===== config.mk =====
export PLATFORM = sky130hd
export DESIGN_NAME = integer_radix_formatter_top
export DESIGN_NICKNAME = d
export VERILOG_FILES = /design/src/rtl/irf_pkg.sv /design/src/rtl/integer_radix_formatter_top.sv /design/src/rtl/irf_ctrl.sv /design/src/rtl/irf_datapath.sv
export SDC_FILE = /design/constraint.sdc
export NUM_CORES = 1
export LEC_CHECK = 0
export ABC_AREA = 1
export BUFFER_PORTS_ARGS = -buffer_cell sky130_fd_sc_hd__buf_2
export CAP_MARGIN = 20
export CORE_UTILIZATION = 63
export DETAILED_ROUTE_END_ITERATION = 7
export PLACE_DENSITY = 0.82
export SLEW_MARGIN = 20
export SYNTH_ARGS = -nofsm -noshare
export SYNTH_HDL_FRONTEND = slang
export SYNTH_SLANG_ARGS = --single-unit

===== constraint.sdc =====
create_clock -name i_clk -period 3.5 [get_ports i_clk]
set_input_delay 0.525 -clock i_clk [delete_from_list [all_inputs] [get_ports i_clk]]
set_output_delay 0.525 -clock i_clk [all_outputs]
set_load 0.005 [all_outputs]

===== src/rtl/irf_pkg.sv =====
package irf_pkg;

    // Defaults for the top-level parameters
    localparam int DEF_MAX_FIELD_WIDTH = 64;
    localparam int DEF_VALUE_BITS      = 64;

    // Port field widths
    localparam int KIND_W  = 3;
    localparam int SIZE_W  = 2;
    localparam int VALUE_W = 64;
    localparam int FW_W    = 7;
    localparam int CHAR_W  = 8;
    localparam int S_DATA_W = 80;   // value, four flags, width, zero fill to bytes
    localparam int S_USER_W = 5;    // kind, size_mode
    localparam int M_DATA_W = 8;

    // Digit register: 20 BCD digits cover any value up to 64 bits
    localparam int DEC_DIGITS = 20;
    localparam int DIG_W      = 4 * DEC_DIGITS;
    localparam int NDIG_W     = 6;  // up to 32 binary digits

    typedef enum logic [KIND_W-1:0] {
        KIND_DEC  = 3'd0,
        KIND_BIN  = 3'd1,
        KIND_OCT  = 3'd2,
        KIND_HEXL = 3'd3,
        KIND_HEXU = 3'd4
    } t_kind;

    localparam logic [SIZE_W-1:0] SIZE_NORMAL = 2'd0;
    localparam logic [SIZE_W-1:0] SIZE_SHORT  = 2'd1;
    localparam logic [SIZE_W-1:0] SIZE_LONG   = 2'd2;

    typedef enum logic [1:0] {
        BSEL_16,
        BSEL_32,
        BSEL_LONG
    } t_bsel;

    typedef enum logic [2:0] {
        ST_IDLE,
        ST_PREP,
        ST_DABBLE,
        ST_STRIP,
        ST_PAD,
        ST_EMIT
    } t_state;

    // Controller -> datapath
    typedef struct packed {
        logic load;
        logic prep;
        logic dabble;
        logic strip;
        logic pad;
        logic emit;
    } t_cmd;

    // Datapath -> controller
    typedef struct packed {
        logic is_dec;
        logic dabble_last;
        logic strip_done;
        logic out_free;
        logic last_char;
    } t_stat;

    localparam logic [CHAR_W-1:0] CH_ZERO  = 8'h30;
    localparam logic [CHAR_W-1:0] CH_SPACE = 8'h20;
    localparam logic [CHAR_W-1:0] CH_PLUS  = 8'h2B;
    localparam logic [CHAR_W-1:0] CH_MINUS = 8'h2D;
    localparam logic [CHAR_W-1:0] CH_LB    = 8'h62;
    localparam logic [CHAR_W-1:0] CH_LX    = 8'h78;
    localparam logic [CHAR_W-1:0] CH_UX    = 8'h58;
    localparam logic [CHAR_W-1:0] CH_LA    = 8'h61;
    localparam logic [CHAR_W-1:0] CH_UA    = 8'h41;

endpackage


===== src/rtl/integer_radix_formatter_top.sv =====
// Channel  | Dir | Beat contents
// ---------+-----+--------------------------------------------------------------
// s_axis   | in  | one integer: tdata value/flags/width, tuser kind/size_mode
// m_axis   | out | one ASCII character per beat, tlast on the final character
//
// Per value: accept, setup, B bit steps (decimal only, B = 16, 32 or VALUE_BITS),
// Z leading-zero drops (up to 19 decimal, 31 binary), a strip check, a pad calc,
// then N output beats (N = max(text length, width)).
// Reset: i_rst_n, synchronous, active low; clears the controller and output valid.
// Output stalls hold the emit state; the next value is taken while the final beat waits.
module integer_radix_formatter_top #(
    parameter int MAX_FIELD_WIDTH = irf_pkg::DEF_MAX_FIELD_WIDTH,
    parameter int VALUE_BITS      = irf_pkg::DEF_VALUE_BITS
) (
    input  logic                            i_clk,
    input  logic                            i_rst_n,
    input  logic                            i_s_axis_tvalid,
    output logic                            o_s_axis_tready,
    // [63:0] value, [64] plus_flag, [65] space_flag, [66] hash_flag,
    // [67] sign_suppress, [74:68] field_width, [79:75] zero
    input  logic [irf_pkg::S_DATA_W-1:0]    i_s_axis_tdata,
    // [2:0] kind, [4:3] size_mode
    input  logic [irf_pkg::S_USER_W-1:0]    i_s_axis_tuser,
    output logic                            o_m_axis_tvalid,
    input  logic                            i_m_axis_tready,
    // [7:0] out_char
    output logic [irf_pkg::M_DATA_W-1:0]    o_m_axis_tdata,
    // last
    output logic                            o_m_axis_tlast
);

    irf_pkg::t_cmd  cmd;
    irf_pkg::t_stat stat;

    // Sequencer: accept, setup, BCD conversion, zero strip, pad calc, emit
    irf_ctrl u_ctrl (
        .i_clk           (i_clk),
        .i_rst_n         (i_rst_n),
        .i_s_axis_tvalid (i_s_axis_tvalid),
        .o_s_axis_tready (o_s_axis_tready),
        .i_stat          (stat),
        .o_cmd           (cmd)
    );

    // Digit register, prefix/pad counters and output register
    irf_datapath #(
        .MAX_FIELD_WIDTH (MAX_FIELD_WIDTH),
        .VALUE_BITS      (VALUE_BITS)
    ) u_datapath (
        .i_clk           (i_clk),
        .i_rst_n         (i_rst_n),
        .i_cmd           (cmd),
        .o_stat          (stat),
        .i_kind          (i_s_axis_tuser[2:0]),
        .i_size_mode     (i_s_axis_tuser[4:3]),
        .i_value         (i_s_axis_tdata[63:0]),
        .i_plus_flag     (i_s_axis_tdata[64]),
        .i_space_flag    (i_s_axis_tdata[65]),
        .i_hash_flag     (i_s_axis_tdata[66]),
        .i_sign_suppress (i_s_axis_tdata[67]),
        .i_field_width   (i_s_axis_tdata[74:68]),
        .i_m_tready      (i_m_axis_tready),
        .o_m_tvalid      (o_m_axis_tvalid),
        .o_out_char      (o_m_axis_tdata),
        .o_last          (o_m_axis_tlast)
    );

endmodule


===== src/rtl/irf_ctrl.sv =====
module irf_ctrl (
    input  logic           i_clk,
    input  logic           i_rst_n,
    input  logic           i_s_axis_tvalid,
    output logic           o_s_axis_tready,
    input  irf_pkg::t_stat i_stat,
    output irf_pkg::t_cmd  o_cmd
);

    irf_pkg::t_state r_state;
    irf_pkg::t_state n_state;

    always_ff @(posedge i_clk) begin
        if (!i_rst_n) begin
            r_state <= irf_pkg::ST_IDLE;
        end else begin
            r_state <= n_state;
        end
    end

    always_comb begin
        n_state         = r_state;
        o_cmd           = '0;
        o_s_axis_tready = 1'b0;
        case (r_state)
            irf_pkg::ST_IDLE: begin
                o_s_axis_tready = 1'b1;
                if (i_s_axis_tvalid) begin
                    o_cmd.load = 1'b1;
                    n_state    = irf_pkg::ST_PREP;
                end
            end
            irf_pkg::ST_PREP: begin
                o_cmd.prep = 1'b1;
                n_state    = i_stat.is_dec ? irf_pkg::ST_DABBLE : irf_pkg::ST_STRIP;
            end
            irf_pkg::ST_DABBLE: begin
                o_cmd.dabble = 1'b1;
                if (i_stat.dabble_last) begin
                    n_state = irf_pkg::ST_STRIP;
                end
            end
            irf_pkg::ST_STRIP: begin
                if (i_stat.strip_done) begin
                    n_state = irf_pkg::ST_PAD;
                end else begin
                    o_cmd.strip = 1'b1;
                end
            end
            irf_pkg::ST_PAD: begin
                o_cmd.pad = 1'b1;
                n_state   = irf_pkg::ST_EMIT;
            end
            irf_pkg::ST_EMIT: begin
                if (i_stat.out_free) begin
                    o_cmd.emit = 1'b1;
                    if (i_stat.last_char) begin
                        n_state = irf_pkg::ST_IDLE;
                    end
                end
            end
            default: begin
                n_state = irf_pkg::ST_IDLE;
            end
        endcase
    end

endmodule


===== src/rtl/irf_datapath.sv =====
module irf_datapath #(
    parameter int MAX_FIELD_WIDTH = irf_pkg::DEF_MAX_FIELD_WIDTH,
    parameter int VALUE_BITS      = irf_pkg::DEF_VALUE_BITS
) (
    input  logic                           i_clk,
    input  logic                           i_rst_n,
    input  irf_pkg::t_cmd                  i_cmd,
    output irf_pkg::t_stat                 o_stat,
    input  logic [irf_pkg::KIND_W-1:0]     i_kind,
    input  logic [irf_pkg::SIZE_W-1:0]     i_size_mode,
    input  logic [irf_pkg::VALUE_W-1:0]    i_value,
    input  logic                           i_plus_flag,
    input  logic                           i_space_flag,
    input  logic                           i_hash_flag,
    input  logic                           i_sign_suppress,
    input  logic [irf_pkg::FW_W-1:0]       i_field_width,
    input  logic                           i_m_tready,
    output logic                           o_m_tvalid,
    output logic [irf_pkg::CHAR_W-1:0]     o_out_char,
    output logic                           o_last
);

    localparam int VB   = VALUE_BITS;
    localparam int DW   = irf_pkg::DIG_W;
    localparam int NW   = irf_pkg::NDIG_W;
    localparam int PW   = $clog2(MAX_FIELD_WIDTH + 1);
    localparam int CW   = $clog2(VALUE_BITS + 1);
    // digit counts per kind and size
    localparam int OCT_ND_L = (VALUE_BITS + 2) / 3;
    localparam int HEX_ND_L = (VALUE_BITS + 3) / 4;
    // left shift that puts the top digit slot at the top of the digit register
    localparam int SH_OCT16 = DW - 3 * 6;
    localparam int SH_OCT32 = DW - 3 * 11;
    localparam int SH_OCTL  = DW - 3 * OCT_ND_L;
    localparam int SH_HEX16 = DW - 16;
    localparam int SH_HEX32 = DW - 32;
    localparam int SH_HEXL  = DW - 4 * HEX_ND_L;
    localparam int SH_BIN   = DW - 32;

    irf_pkg::t_kind r_kind;
    irf_pkg::t_bsel r_bsel;
    logic           r_plus;
    logic           r_space;
    logic           r_hash;
    logic           r_supp;
    logic [PW-1:0]  r_width;
    logic [VB-1:0]  r_bin;
    logic [DW-1:0]  r_dig;
    logic [CW-1:0]  r_cnt;
    logic [NW-1:0]  r_ndig;
    logic [1:0]     r_plen;
    logic [15:0]    r_pfx;
    logic [PW-1:0]  r_pad;
    logic                       r_ovalid;
    logic [irf_pkg::CHAR_W-1:0] r_ochar;
    logic                       r_olast;

    irf_pkg::t_kind n_kind;
    irf_pkg::t_bsel n_bsel;
    logic [PW-1:0]  n_width;
    logic [VB-1:0]  n_bin;
    logic [DW-1:0]  n_dig;
    logic [CW-1:0]  n_cnt;
    logic [NW-1:0]  n_ndig;
    logic [1:0]     n_plen;
    logic [15:0]    n_pfx;
    logic [PW-1:0]  n_pad;
    logic                       n_ovalid;
    logic [irf_pkg::CHAR_W-1:0] n_ochar;
    logic                       n_olast;

    logic [VB-1:0]  mask;
    logic           sign_bit;
    logic           neg;
    logic [VB-1:0]  mag;
    logic [3:0]     top_digit;
    logic [DW-1:0]  dig_shifted;
    logic [DW-1:0]  bcd_adj;
    logic [7:0]     len8;
    logic [7:0]     width8;
    logic           last_char;

    function automatic logic [irf_pkg::CHAR_W-1:0] digit_char(
        input logic [3:0] d,
        input logic       upper
    );
        logic [irf_pkg::CHAR_W-1:0] c;
        if (d < 4'd10) begin
            c = irf_pkg::CH_ZERO + irf_pkg::CHAR_W'(d);
        end else if (upper) begin
            c = irf_pkg::CH_UA + irf_pkg::CHAR_W'(d - 4'd10);
        end else begin
            c = irf_pkg::CH_LA + irf_pkg::CHAR_W'(d - 4'd10);
        end
        return c;
    endfunction

    // Value mask and sign bit for the selected size
    always_comb begin
        case (r_bsel)
            irf_pkg::BSEL_16: begin
                mask     = VB'(16'hFFFF);
                sign_bit = r_bin[15];
            end
            irf_pkg::BSEL_32: begin
                mask     = VB'(32'hFFFF_FFFF);
                sign_bit = r_bin[31];
            end
            default: begin
                mask     = '1;
                sign_bit = r_bin[VB-1];
            end
        endcase
        neg = (r_kind == irf_pkg::KIND_DEC) && sign_bit;
        mag = neg ? ((~r_bin + VB'(1)) & mask) : r_bin;
    end

    // Top digit and one-digit left shift, by radix
    always_comb begin
        case (r_kind)
            irf_pkg::KIND_BIN: begin
                top_digit   = {3'b000, r_dig[DW-1]};
                dig_shifted = r_dig << 1;
            end
            irf_pkg::KIND_OCT: begin
                top_digit   = {1'b0, r_dig[DW-1 -: 3]};
                dig_shifted = r_dig << 3;
            end
            default: begin
                top_digit   = r_dig[DW-1 -: 4];
                dig_shifted = r_dig << 4;
            end
        endcase
    end

    // Double-dabble add-3 on every BCD digit
    always_comb begin
        for (int i = 0; i < irf_pkg::DEC_DIGITS; i++) begin
            if (r_dig[4*i +: 4] >= 4'd5) begin
                bcd_adj[4*i +: 4] = r_dig[4*i +: 4] + 4'd3;
            end else begin
                bcd_adj[4*i +: 4] = r_dig[4*i +: 4];
            end
        end
    end

    assign len8      = 8'(r_ndig) + 8'(r_plen);
    assign width8    = 8'(r_width);
    assign last_char = (r_pad == '0) && (r_plen == 2'd0) && (r_ndig == NW'(1));

    always_comb begin
        n_kind   = r_kind;
        n_bsel   = r_bsel;
        n_width  = r_width;
        n_bin    = r_bin;
        n_dig    = r_dig;
        n_cnt    = r_cnt;
        n_ndig   = r_ndig;
        n_plen   = r_plen;
        n_pfx    = r_pfx;
        n_pad    = r_pad;
        n_ochar  = r_ochar;
        n_olast  = r_olast;
        n_ovalid = r_ovalid;
        if (i_m_tready) begin
            n_ovalid = 1'b0;
        end

        if (i_cmd.load) begin
            if (i_kind > irf_pkg::KIND_W'(irf_pkg::KIND_HEXU)) begin
                n_kind = irf_pkg::KIND_DEC;
            end else begin
                n_kind = irf_pkg::t_kind'(i_kind);
            end
            if (n_kind == irf_pkg::KIND_BIN) begin
                n_bsel = irf_pkg::BSEL_32;
            end else if (i_size_mode == irf_pkg::SIZE_SHORT) begin
                n_bsel = irf_pkg::BSEL_16;
            end else if (i_size_mode == irf_pkg::SIZE_LONG) begin
                n_bsel = irf_pkg::BSEL_LONG;
            end else begin
                n_bsel = irf_pkg::BSEL_32;
            end
            case (n_bsel)
                irf_pkg::BSEL_16: n_bin = VB'(i_value[15:0]);
                irf_pkg::BSEL_32: n_bin = VB'(i_value[31:0]);
                default:          n_bin = i_value[VB-1:0];
            endcase
            if (i_field_width > irf_pkg::FW_W'(MAX_FIELD_WIDTH)) begin
                n_width = PW'(MAX_FIELD_WIDTH);
            end else begin
                n_width = PW'(i_field_width);
            end
        end

        if (i_cmd.prep) begin
            n_pfx  = '0;
            n_plen = 2'd0;
            case (r_kind)
                irf_pkg::KIND_DEC: begin
                    if (neg) begin
                        n_pfx  = {irf_pkg::CH_MINUS, 8'h00};
                        n_plen = 2'd1;
                    end else if (r_plus && !r_supp) begin
                        n_pfx  = {irf_pkg::CH_PLUS, 8'h00};
                        n_plen = 2'd1;
                    end else if (r_space && !r_supp) begin
                        n_pfx  = {irf_pkg::CH_SPACE, 8'h00};
                        n_plen = 2'd1;
                    end
                end
                irf_pkg::KIND_BIN: begin
                    if (r_hash) begin
                        n_pfx  = {irf_pkg::CH_ZERO, irf_pkg::CH_LB};
                        n_plen = 2'd2;
                    end
                end
                irf_pkg::KIND_OCT: begin
                    if (r_hash && (r_bin != '0)) begin
                        n_pfx  = {irf_pkg::CH_ZERO, 8'h00};
                        n_plen = 2'd1;
                    end
                end
                irf_pkg::KIND_HEXL: begin
                    if (r_hash && (r_bin != '0)) begin
                        n_pfx  = {irf_pkg::CH_ZERO, irf_pkg::CH_LX};
                        n_plen = 2'd2;
                    end
                end
                default: begin
                    if (r_hash && (r_bin != '0)) begin
                        n_pfx  = {irf_pkg::CH_ZERO, irf_pkg::CH_UX};
                        n_plen = 2'd2;
                    end
                end
            endcase
            case (r_kind)
                irf_pkg::KIND_DEC: begin
                    n_dig  = '0;
                    n_ndig = NW'(irf_pkg::DEC_DIGITS);
                    case (r_bsel)
                        irf_pkg::BSEL_16: begin
                            n_bin = mag << (VB - 16);
                            n_cnt = CW'(16);
                        end
                        irf_pkg::BSEL_32: begin
                            n_bin = mag << (VB - 32);
                            n_cnt = CW'(32);
                        end
                        default: begin
                            n_bin = mag;
                            n_cnt = CW'(VB);
                        end
                    endcase
                end
                irf_pkg::KIND_BIN: begin
                    n_dig  = DW'(mag) << SH_BIN;
                    n_ndig = NW'(32);
                end
                irf_pkg::KIND_OCT: begin
                    case (r_bsel)
                        irf_pkg::BSEL_16: begin
                            n_dig  = DW'(mag) << SH_OCT16;
                            n_ndig = NW'(6);
                        end
                        irf_pkg::BSEL_32: begin
                            n_dig  = DW'(mag) << SH_OCT32;
                            n_ndig = NW'(11);
                        end
                        default: begin
                            n_dig  = DW'(mag) << SH_OCTL;
                            n_ndig = NW'(OCT_ND_L);
                        end
                    endcase
                end
                default: begin
                    case (r_bsel)
                        irf_pkg::BSEL_16: begin
                            n_dig  = DW'(mag) << SH_HEX16;
                            n_ndig = NW'(4);
                        end
                        irf_pkg::BSEL_32: begin
                            n_dig  = DW'(mag) << SH_HEX32;
                            n_ndig = NW'(8);
                        end
                        default: begin
                            n_dig  = DW'(mag) << SH_HEXL;
                            n_ndig = NW'(HEX_ND_L);
                        end
                    endcase
                end
            endcase
        end

        // one binary bit into the BCD digits, MSB first
        if (i_cmd.dabble) begin
            n_dig = {bcd_adj[DW-2:0], r_bin[VB-1]};
            n_bin = r_bin << 1;
            n_cnt = r_cnt - CW'(1);
        end

        // drop a leading zero digit
        if (i_cmd.strip) begin
            n_dig  = dig_shifted;
            n_ndig = r_ndig - NW'(1);
        end

        if (i_cmd.pad) begin
            if (width8 > len8) begin
                n_pad = PW'(width8 - len8);
            end else begin
                n_pad = '0;
            end
        end

        // spaces, then prefix, then digits
        if (i_cmd.emit) begin
            n_ovalid = 1'b1;
            n_olast  = last_char;
            if (r_pad != '0) begin
                n_ochar = irf_pkg::CH_SPACE;
                n_pad   = r_pad - PW'(1);
            end else if (r_plen != 2'd0) begin
                n_ochar = r_pfx[15:8];
                n_pfx   = {r_pfx[7:0], 8'h00};
                n_plen  = r_plen - 2'd1;
            end else begin
                n_ochar = digit_char(top_digit, r_kind == irf_pkg::KIND_HEXU);
                n_dig   = dig_shifted;
                n_ndig  = r_ndig - NW'(1);
            end
        end
    end

    always_ff @(posedge i_clk) begin
        if (!i_rst_n) begin
            r_ovalid <= 1'b0;
        end else begin
            r_ovalid <= n_ovalid;
        end
    end

    always_ff @(posedge i_clk) begin
        r_kind  <= n_kind;
        r_bsel  <= n_bsel;
        r_width <= n_width;
        r_bin   <= n_bin;
        r_dig   <= n_dig;
        r_cnt   <= n_cnt;
        r_ndig  <= n_ndig;
        r_plen  <= n_plen;
        r_pfx   <= n_pfx;
        r_pad   <= n_pad;
        r_ochar <= n_ochar;
        r_olast <= n_olast;
        if (i_cmd.load) begin
            r_plus  <= i_plus_flag;
            r_space <= i_space_flag;
            r_hash  <= i_hash_flag;
            r_supp  <= i_sign_suppress;
        end
    end

    assign o_stat.is_dec      = (r_kind == irf_pkg::KIND_DEC);
    assign o_stat.dabble_last = (r_cnt == CW'(1));
    assign o_stat.strip_done  = (top_digit != 4'd0) || (r_ndig == NW'(1));
    assign o_stat.out_free    = !r_ovalid || i_m_tready;
    assign o_stat.last_char   = last_char;

    assign o_m_tvalid = r_ovalid;
    assign o_out_char = r_ochar;
    assign o_last     = r_olast;

endmodule

==> results of run 1 <==
placed cells by master, fill, tap and decap left out, types with 19 or more instances in the layout:
cell type  count
nand2_1      657
inv_1        341
nor2_1       259
o21ai_0      224
a21oi_1      210
nand3_1      202
dfxtp_1      179
buf_2         94
o22ai_1       85
a211oi_1      73
ha_1          63
o221ai_1      60
o21ai_1       40
buf_4         39
a22oi_1       37
edfxtp_1      32
o211ai_1      28
clkbuf_16     27
nand4_1       26
xor2_1        25
a31oi_1       20
inv_2         19
where the power goes:
| part | total (mW) | internal (mW) | leakage (nW) | switching [mW] |
|---|---|---|---|---|
| Sequential | 4.76 | 3.52 | 1.79 | 1.23 |
| Combinational | 11.7 | 3.60 | 6.52 | 8.09 |
| Clock | 2.96 | 1.79 | 0.452 | 1.16 |
| Total | 19.4 | 8.91 | 8.77 | 10.5 |
area by class of cell:
class	instances	area, µm²	share of cell area [%]
diodes	1	2.50	0.0130
clock buffers	36	749	3.89
clock inverters	12	174	0.903
inverters	362	1360	7.07
multi-input cells	2116	11100	57.6
flip-flops and latches	211	4540	23.6
well taps	372	465	2.42
repair buffers	138	863	4.48
worst paths after layout:
kind                     endpoint  slack [ps]  cells past startpoint
max reg2reg  u_datapath.r_dig[44]         120                     11
min reg2reg   u_datapath.r_pad[0]         450                      1
max          u_datapath.r_dig[44]         120                     11
min             u_datapath.r_hash         160                      1
layer usage:
layer | vias up | GRT usage (%) | wire [µm]
li1 | 9704 | - | -
met3 | 435 | 12.7 | 9160
met2 | 1737 | 72.4 | 29100
met5 | - | 0 | 0
met1 | 9700 | 60.0 | 25700
met4 | 0 | 34.4 | 6150
state kept, by name, summed over array words and instances (netlist names):
name                   flops
u_datapath.o_last          1
u_datapath.r_bsel          2
u_datapath.r_kind          3
u_datapath.r_pfx          16
u_datapath.o_out_char      8
u_datapath.o_m_tvalid      1
u_datapath.r_width         7
u_datapath.r_supp          1
u_datapath.r_bin          64
u_ctrl.r_state             3
u_datapath.r_space         1
u_datapath.r_ndig          6
u_datapath.r_hash          1
u_datapath.r_plen          2
u_datapath.r_dig          80
u_datapath.r_pad           7
u_datapath.r_plus          1
u_datapath.r_cnt           7
metrics by stage:
step	power, mW	area, µm²	hold slack, ps	setup slack (ps)
finish	19.4	19300	159	124
detailed placement	15.7	18300	431	268
global placement	15.3	18300	418	417
CTS	18.7	19300	156	225
floorplan	12.2	17600	411	930
global route	20.5	19300	152	52.1
cell families after synthesis:
kind of cell             count (synthesis)  synth area share, %
AO/OA/AOI/OAI                          816                 27.9
XOR/XNOR                                33                 1.68
adder cells (fa/ha/maj)                 65                 4.70
buffers and inverters                  512                 11.4
flip-flops                             211                 25.8
AND/OR/NAND/NOR                       1202                 28.5
critical path, cell delays in order, from the launching register on:
cell and delay (ps):
edfxtp_1 450, inv_4 260, nand2_4 150, o21ai_4 220
inv_1 80, nand2_2 390, nor2_1 170, inv_1 530
nand4_1 450, o21ai_0 310, o21ai_1 80, a21oi_1 180
==> flow_metrics.env, run 1 <==
export IMPL_critPathKind="flip-flop to flip-flop"
export IMPL_antenna_left=0
export IMPL_crit_start="u_datapath.r_bsel[1]"
export IMPL_cts_clk_slew_worst_paths_ps=60
export IMPL_grt_antenna_before_repair=1
export IMPL_n_fill_cell=2287
export IMPL_avgSynthCellArea_um2=6.21
export IMPL_core_um2=27200
export IMPL_tightest_slew_ps=1130
export IMPL_cts_resized=0
export IMPL_post_synth_top_count_cell="nand2_1"
export IMPL_rsz0062_at_grt="false"
export IMPL_dp_hpwl_mm=49.9
export IMPL_ir_worst_vdd_v=0.000626
export IMPL_critPathMaxFanout=20
export IMPL_p_per_area_nw_per_um2=1010
export IMPL_die_area_um2=28700
export IMPL_drive_above_1_share_pct=8.38
export IMPL_final_util_pct=70.9
export IMPL_die_x_um=169
export IMPL_first_pass_iters=8
export IMPL_place_inst=3199
export IMPL_yosys_top_cells_count="nand2_1, inv_1, nor2_1, o21ai_0, a21oi_1"
export IMPL_hold_viol_final=0
export IMPL_rows=60
export IMPL_via_per_inst=6.64
export IMPL_fin_skew_ps=20.8
export IMPL_tns_ps=0
export IMPL_cp_required_ps=3970
export IMPL_io_pins=100
export IMPL_cts_tree="done"
export IMPL_violations="DRC"
export IMPL_synth_nets=2993
export IMPL_synth_seq_area_share_pct=25.8
export IMPL_routedWlPerCell_um=21.6
export IMPL_ctsHoldBuffers=0
export IMPL_setup_violations=0
export IMPL_cap_viol_max_count=0
export IMPL_p_leak_nw=8.77
export IMPL_period_share_pct=96.5
export IMPL_grt_pass1_vias=19755
export IMPL_grtUsageTotal_pct=48.2
export IMPL_ys_seq_elements=211
export IMPL_gr_total_overflow=0
export IMPL_wl_mm=70.2
export IMPL_r2r_start="u_datapath.r_bsel[1]"
export IMPL_drt_iter0_markers=3677
export IMPL_min_from="i_s_axis_tdata[66]"
export IMPL_status="complete, but fails checks"
export IMPL_synth_edf_count=32
export IMPL_instances_no_fill=3248
export IMPL_cts_htree_levels=1
export IMPL_grt_pass1_wl_mm=108
export IMPL_period_needed_ps=3380
export IMPL_timing_slew_headroom_pct=24.3
export IMPL_timing_fmax_ghz=0.296
export IMPL_yosysWarnings=0
export IMPL_hold_path_class="primary input to flip-flop"
export IMPL_insertion_delay_ps=560
export IMPL_synth_top_area_share_pct=20.3
export IMPL_synth_async_reset_ratio_pct=0
export IMPL_synth_ff_type="dfxtp_1"
export IMPL_grt_max_degree=103
export IMPL_final_max_slew_viol_count=0
export IMPL_synth_area_leaders="dfxtp_1, nand2_1, inv_1"
export IMPL_syn_inst=2839
export IMPL_drc=3
export IMPL_num_vias=21576
export IMPL_clk_path_buf_depth=3
export IMPL_cts_buffers=26
export IMPL_areaGrowthSynthToFinish_pct=9.31
export IMPL_yosys_area_top_type="dfxtp_1"
export IMPL_critical_path_arrival_ps=3850
export IMPL_nNetsFinal=3009
export IMPL_port_buffers=94
export IMPL_synth_cell_types=58
export IMPL_end_kind="flip-flop"
export IMPL_critPathLaunchType="flip-flop"
export IMPL_root_buffer="clkbuf_16"
export IMPL_die_h_um=169
export IMPL_place_congestion=1.05
export IMPL_post_cts_setup_buffer_count=0
export IMPL_syn_cell_area_um2=17600
export IMPL_cts_sinks=211
export IMPL_initial_core_util_pct=64.9
No activity file was read; power rests on OpenSTA's default activity.
==> run 2: changes to the inputs <==
--- a/config.mk
+++ b/config.mk
@@ -8,9 +8,8 @@
 export ABC_AREA = 1
 export BUFFER_PORTS_ARGS = -buffer_cell sky130_fd_sc_hd__buf_2
 export CAP_MARGIN = 20
-export CORE_UTILIZATION = 63
+export CORE_UTILIZATION = 25
 export DETAILED_ROUTE_END_ITERATION = 7
-export PLACE_DENSITY = 0.82
 export SLEW_MARGIN = 20
 export SYNTH_ARGS = -nofsm -noshare
 export SYNTH_HDL_FRONTEND = slang
==> run 2 against run 1 <==
The run now ends clean. Clock power rose by 4%. Critical path depth is 3 higher. Combinational power hardly changed. Die area is 150% higher. Fmax grew 5.8%.
==> flow_metrics.env, run 2 (synthesized netlist as in run 1, its figures left out) <==
export IMPL_critPathMaxFanout=27
export IMPL_cts_resized=0
export IMPL_instances_no_fill=3816
export IMPL_crit_start="u_datapath.r_kind[1]"
export IMPL_grt_pass1_vias=18431
export IMPL_grt_antenna_before_repair=1
export IMPL_fin_skew_ps=23.2
export IMPL_p_leak_nw=8.84
export IMPL_dp_hpwl_mm=53.0
export IMPL_timing_slew_headroom_pct=38.0
export IMPL_via_per_inst=5.26
export IMPL_period_share_pct=91.2
export IMPL_cts_buffers=26
export IMPL_rsz0062_at_grt="false"
export IMPL_cp_required_ps=3950
export IMPL_cts_sinks=211
export IMPL_status="finished, final reports clean"
export IMPL_place_congestion=1.03
export IMPL_core_um2=69200
export IMPL_tightest_slew_ps=930
export IMPL_clk_path_buf_depth=3
export IMPL_wl_mm=71.4
export IMPL_critical_path_arrival_ps=3650
export IMPL_rows=96
export IMPL_setup_violations=0
export IMPL_cts_tree="done"
export IMPL_p_per_area_nw_per_um2=956
export IMPL_clkPwrFrac_pct=16.0
export IMPL_r2r_start="u_datapath.r_kind[1]"
export IMPL_power_mw=19.2
export IMPL_routedWlPerCell_um=18.7
export IMPL_grt_pass1_wl_mm=108
export IMPL_tns_ps=0
export IMPL_grtUsageTotal_pct=19.4
export IMPL_critPathLaunchType="flip-flop"
export IMPL_critPathKind="flip-flop to flip-flop"
export IMPL_port_buffers=94
export IMPL_regMostFlops="u_datapath.r_dig"
export IMPL_initial_core_util_pct=25.5
export IMPL_first_pass_iters=8
export IMPL_final_common_cell="nand2_1"
export IMPL_hold_path_class="primary input to flip-flop"
export IMPL_die_h_um=268
export IMPL_place_inst=3768
export IMPL_reg_top3="u_datapath.r_dig x80, u_datapath.r_bin x64, u_datapath.r_pfx x16"
export IMPL_p_switching_mw=10.2
export IMPL_die_x_um=268
export IMPL_die_area_um2=71600
export IMPL_n_fill_cell=7863
export IMPL_drc=0
export IMPL_areaGrowthSynthToFinish_pct=14.0
export IMPL_hold_viol_final=0
export IMPL_largest_reg_flops=80
export IMPL_seqCellArea_um2=4540
export IMPL_num_vias=20083
export IMPL_io_pins=100
export IMPL_intPower_mw=9.01
export IMPL_cts_htree_levels=1
export IMPL_insertion_delay_ps=570
export IMPL_gr_total_overflow=0
export IMPL_min_from="i_s_axis_tdata[65]"
export IMPL_root_buffer="clkbuf_16"
export IMPL_nNetsFinal=3019
export IMPL_ctsHoldBuffers=0
export IMPL_holdWs_ps=146
export IMPL_drive_above_1_share_pct=8.73
export IMPL_ir_worst_vdd_v=0.000463
export IMPL_end_kind="flip-flop"
export IMPL_post_cts_setup_buffer_count=0
export IMPL_timing_fmax_ghz=0.313
export IMPL_cts_clk_slew_worst_paths_ps=70
export IMPL_seqPwrFrac_pct=24.4
export IMPL_most_common_layout_cells="nand2_1, inv_1, nor2_1, o21ai_0, a21oi_1"
export IMPL_final_max_slew_viol_count=0
export IMPL_comb_power_share_pct=59.6
export IMPL_antenna_left=0
export IMPL_period_needed_ps=3190
export IMPL_diodes=0
export IMPL_cap_viol_max_count=0
export IMPL_grt_max_degree=103
export IMPL_multi_input_area_um2=11100
export IMPL_sw_frac_of_total_pct=53.1
export IMPL_drt_iter0_markers=2164
-- run 2: worst max-delay path: stages (launching register included) --
cell	delay (ps)
edfxtp_1	520
nor2_4	220
nand2_4	80
nand2_2	180
inv_2	50
a21oi_1	370
ha_1	220
nand3_1	70
nor2_1	130
nand2_1	100
o21ai_4	240
inv_2	280
buf_4	320
a211oi_1	220
a21oi_1	60
-- run 2: path summary, 6_finish.rpt --
path | end | slack, ps | depth (start not counted)
setup / recovery | u_datapath.r_dig[33] | 310 | 14
hold / removal | u_datapath.r_space | 150 | 1
setup reg to reg | u_datapath.r_dig[33] | 310 | 14
hold reg to reg | u_datapath.r_pad[0] | 450 | 1
-- run 2: layout make-up --
type,count,area share (%)
Clock inverter,16,1.08
Inverter,362,6.78
Multi-Input combinational cell,2116,55.3
Sequential cell,211,22.6
Timing Repair Buffer,148,4.79
Clock buffer,32,3.65
Tap cell,931,5.80
-- run 2: through the flow --
stage	util [%]	area, µm²	setup WS, ps
final	29.1	20100	308
after global routing	29.1	20100	50.8
after CTS	29.1	20100	283
after detailed placement	27.7	19100	314
after global placement	27.7	19100	309
after floorplan	-	17600	930
-- run 2: power groups by stage --
stage	sequential [mW]	clock, mW	combinational [mW]
after global routing	4.80	3.22	12.7
final	4.69	3.07	11.5
after CTS	4.65	3.11	11.2
after global placement	4.69	0	11.1
after detailed placement	4.68	0	11.1
after floorplan	4.29	0	7.95
-- run 2: layer usage --
metal	vias to the layer above	wire length, µm	global-route usage (%)
li1	9746	-	-
met1	9380	31100	26.0
met2	841	31400	30.8
met3	114	6450	4.01
met4	2	2430	6.53
met5	-	13	0
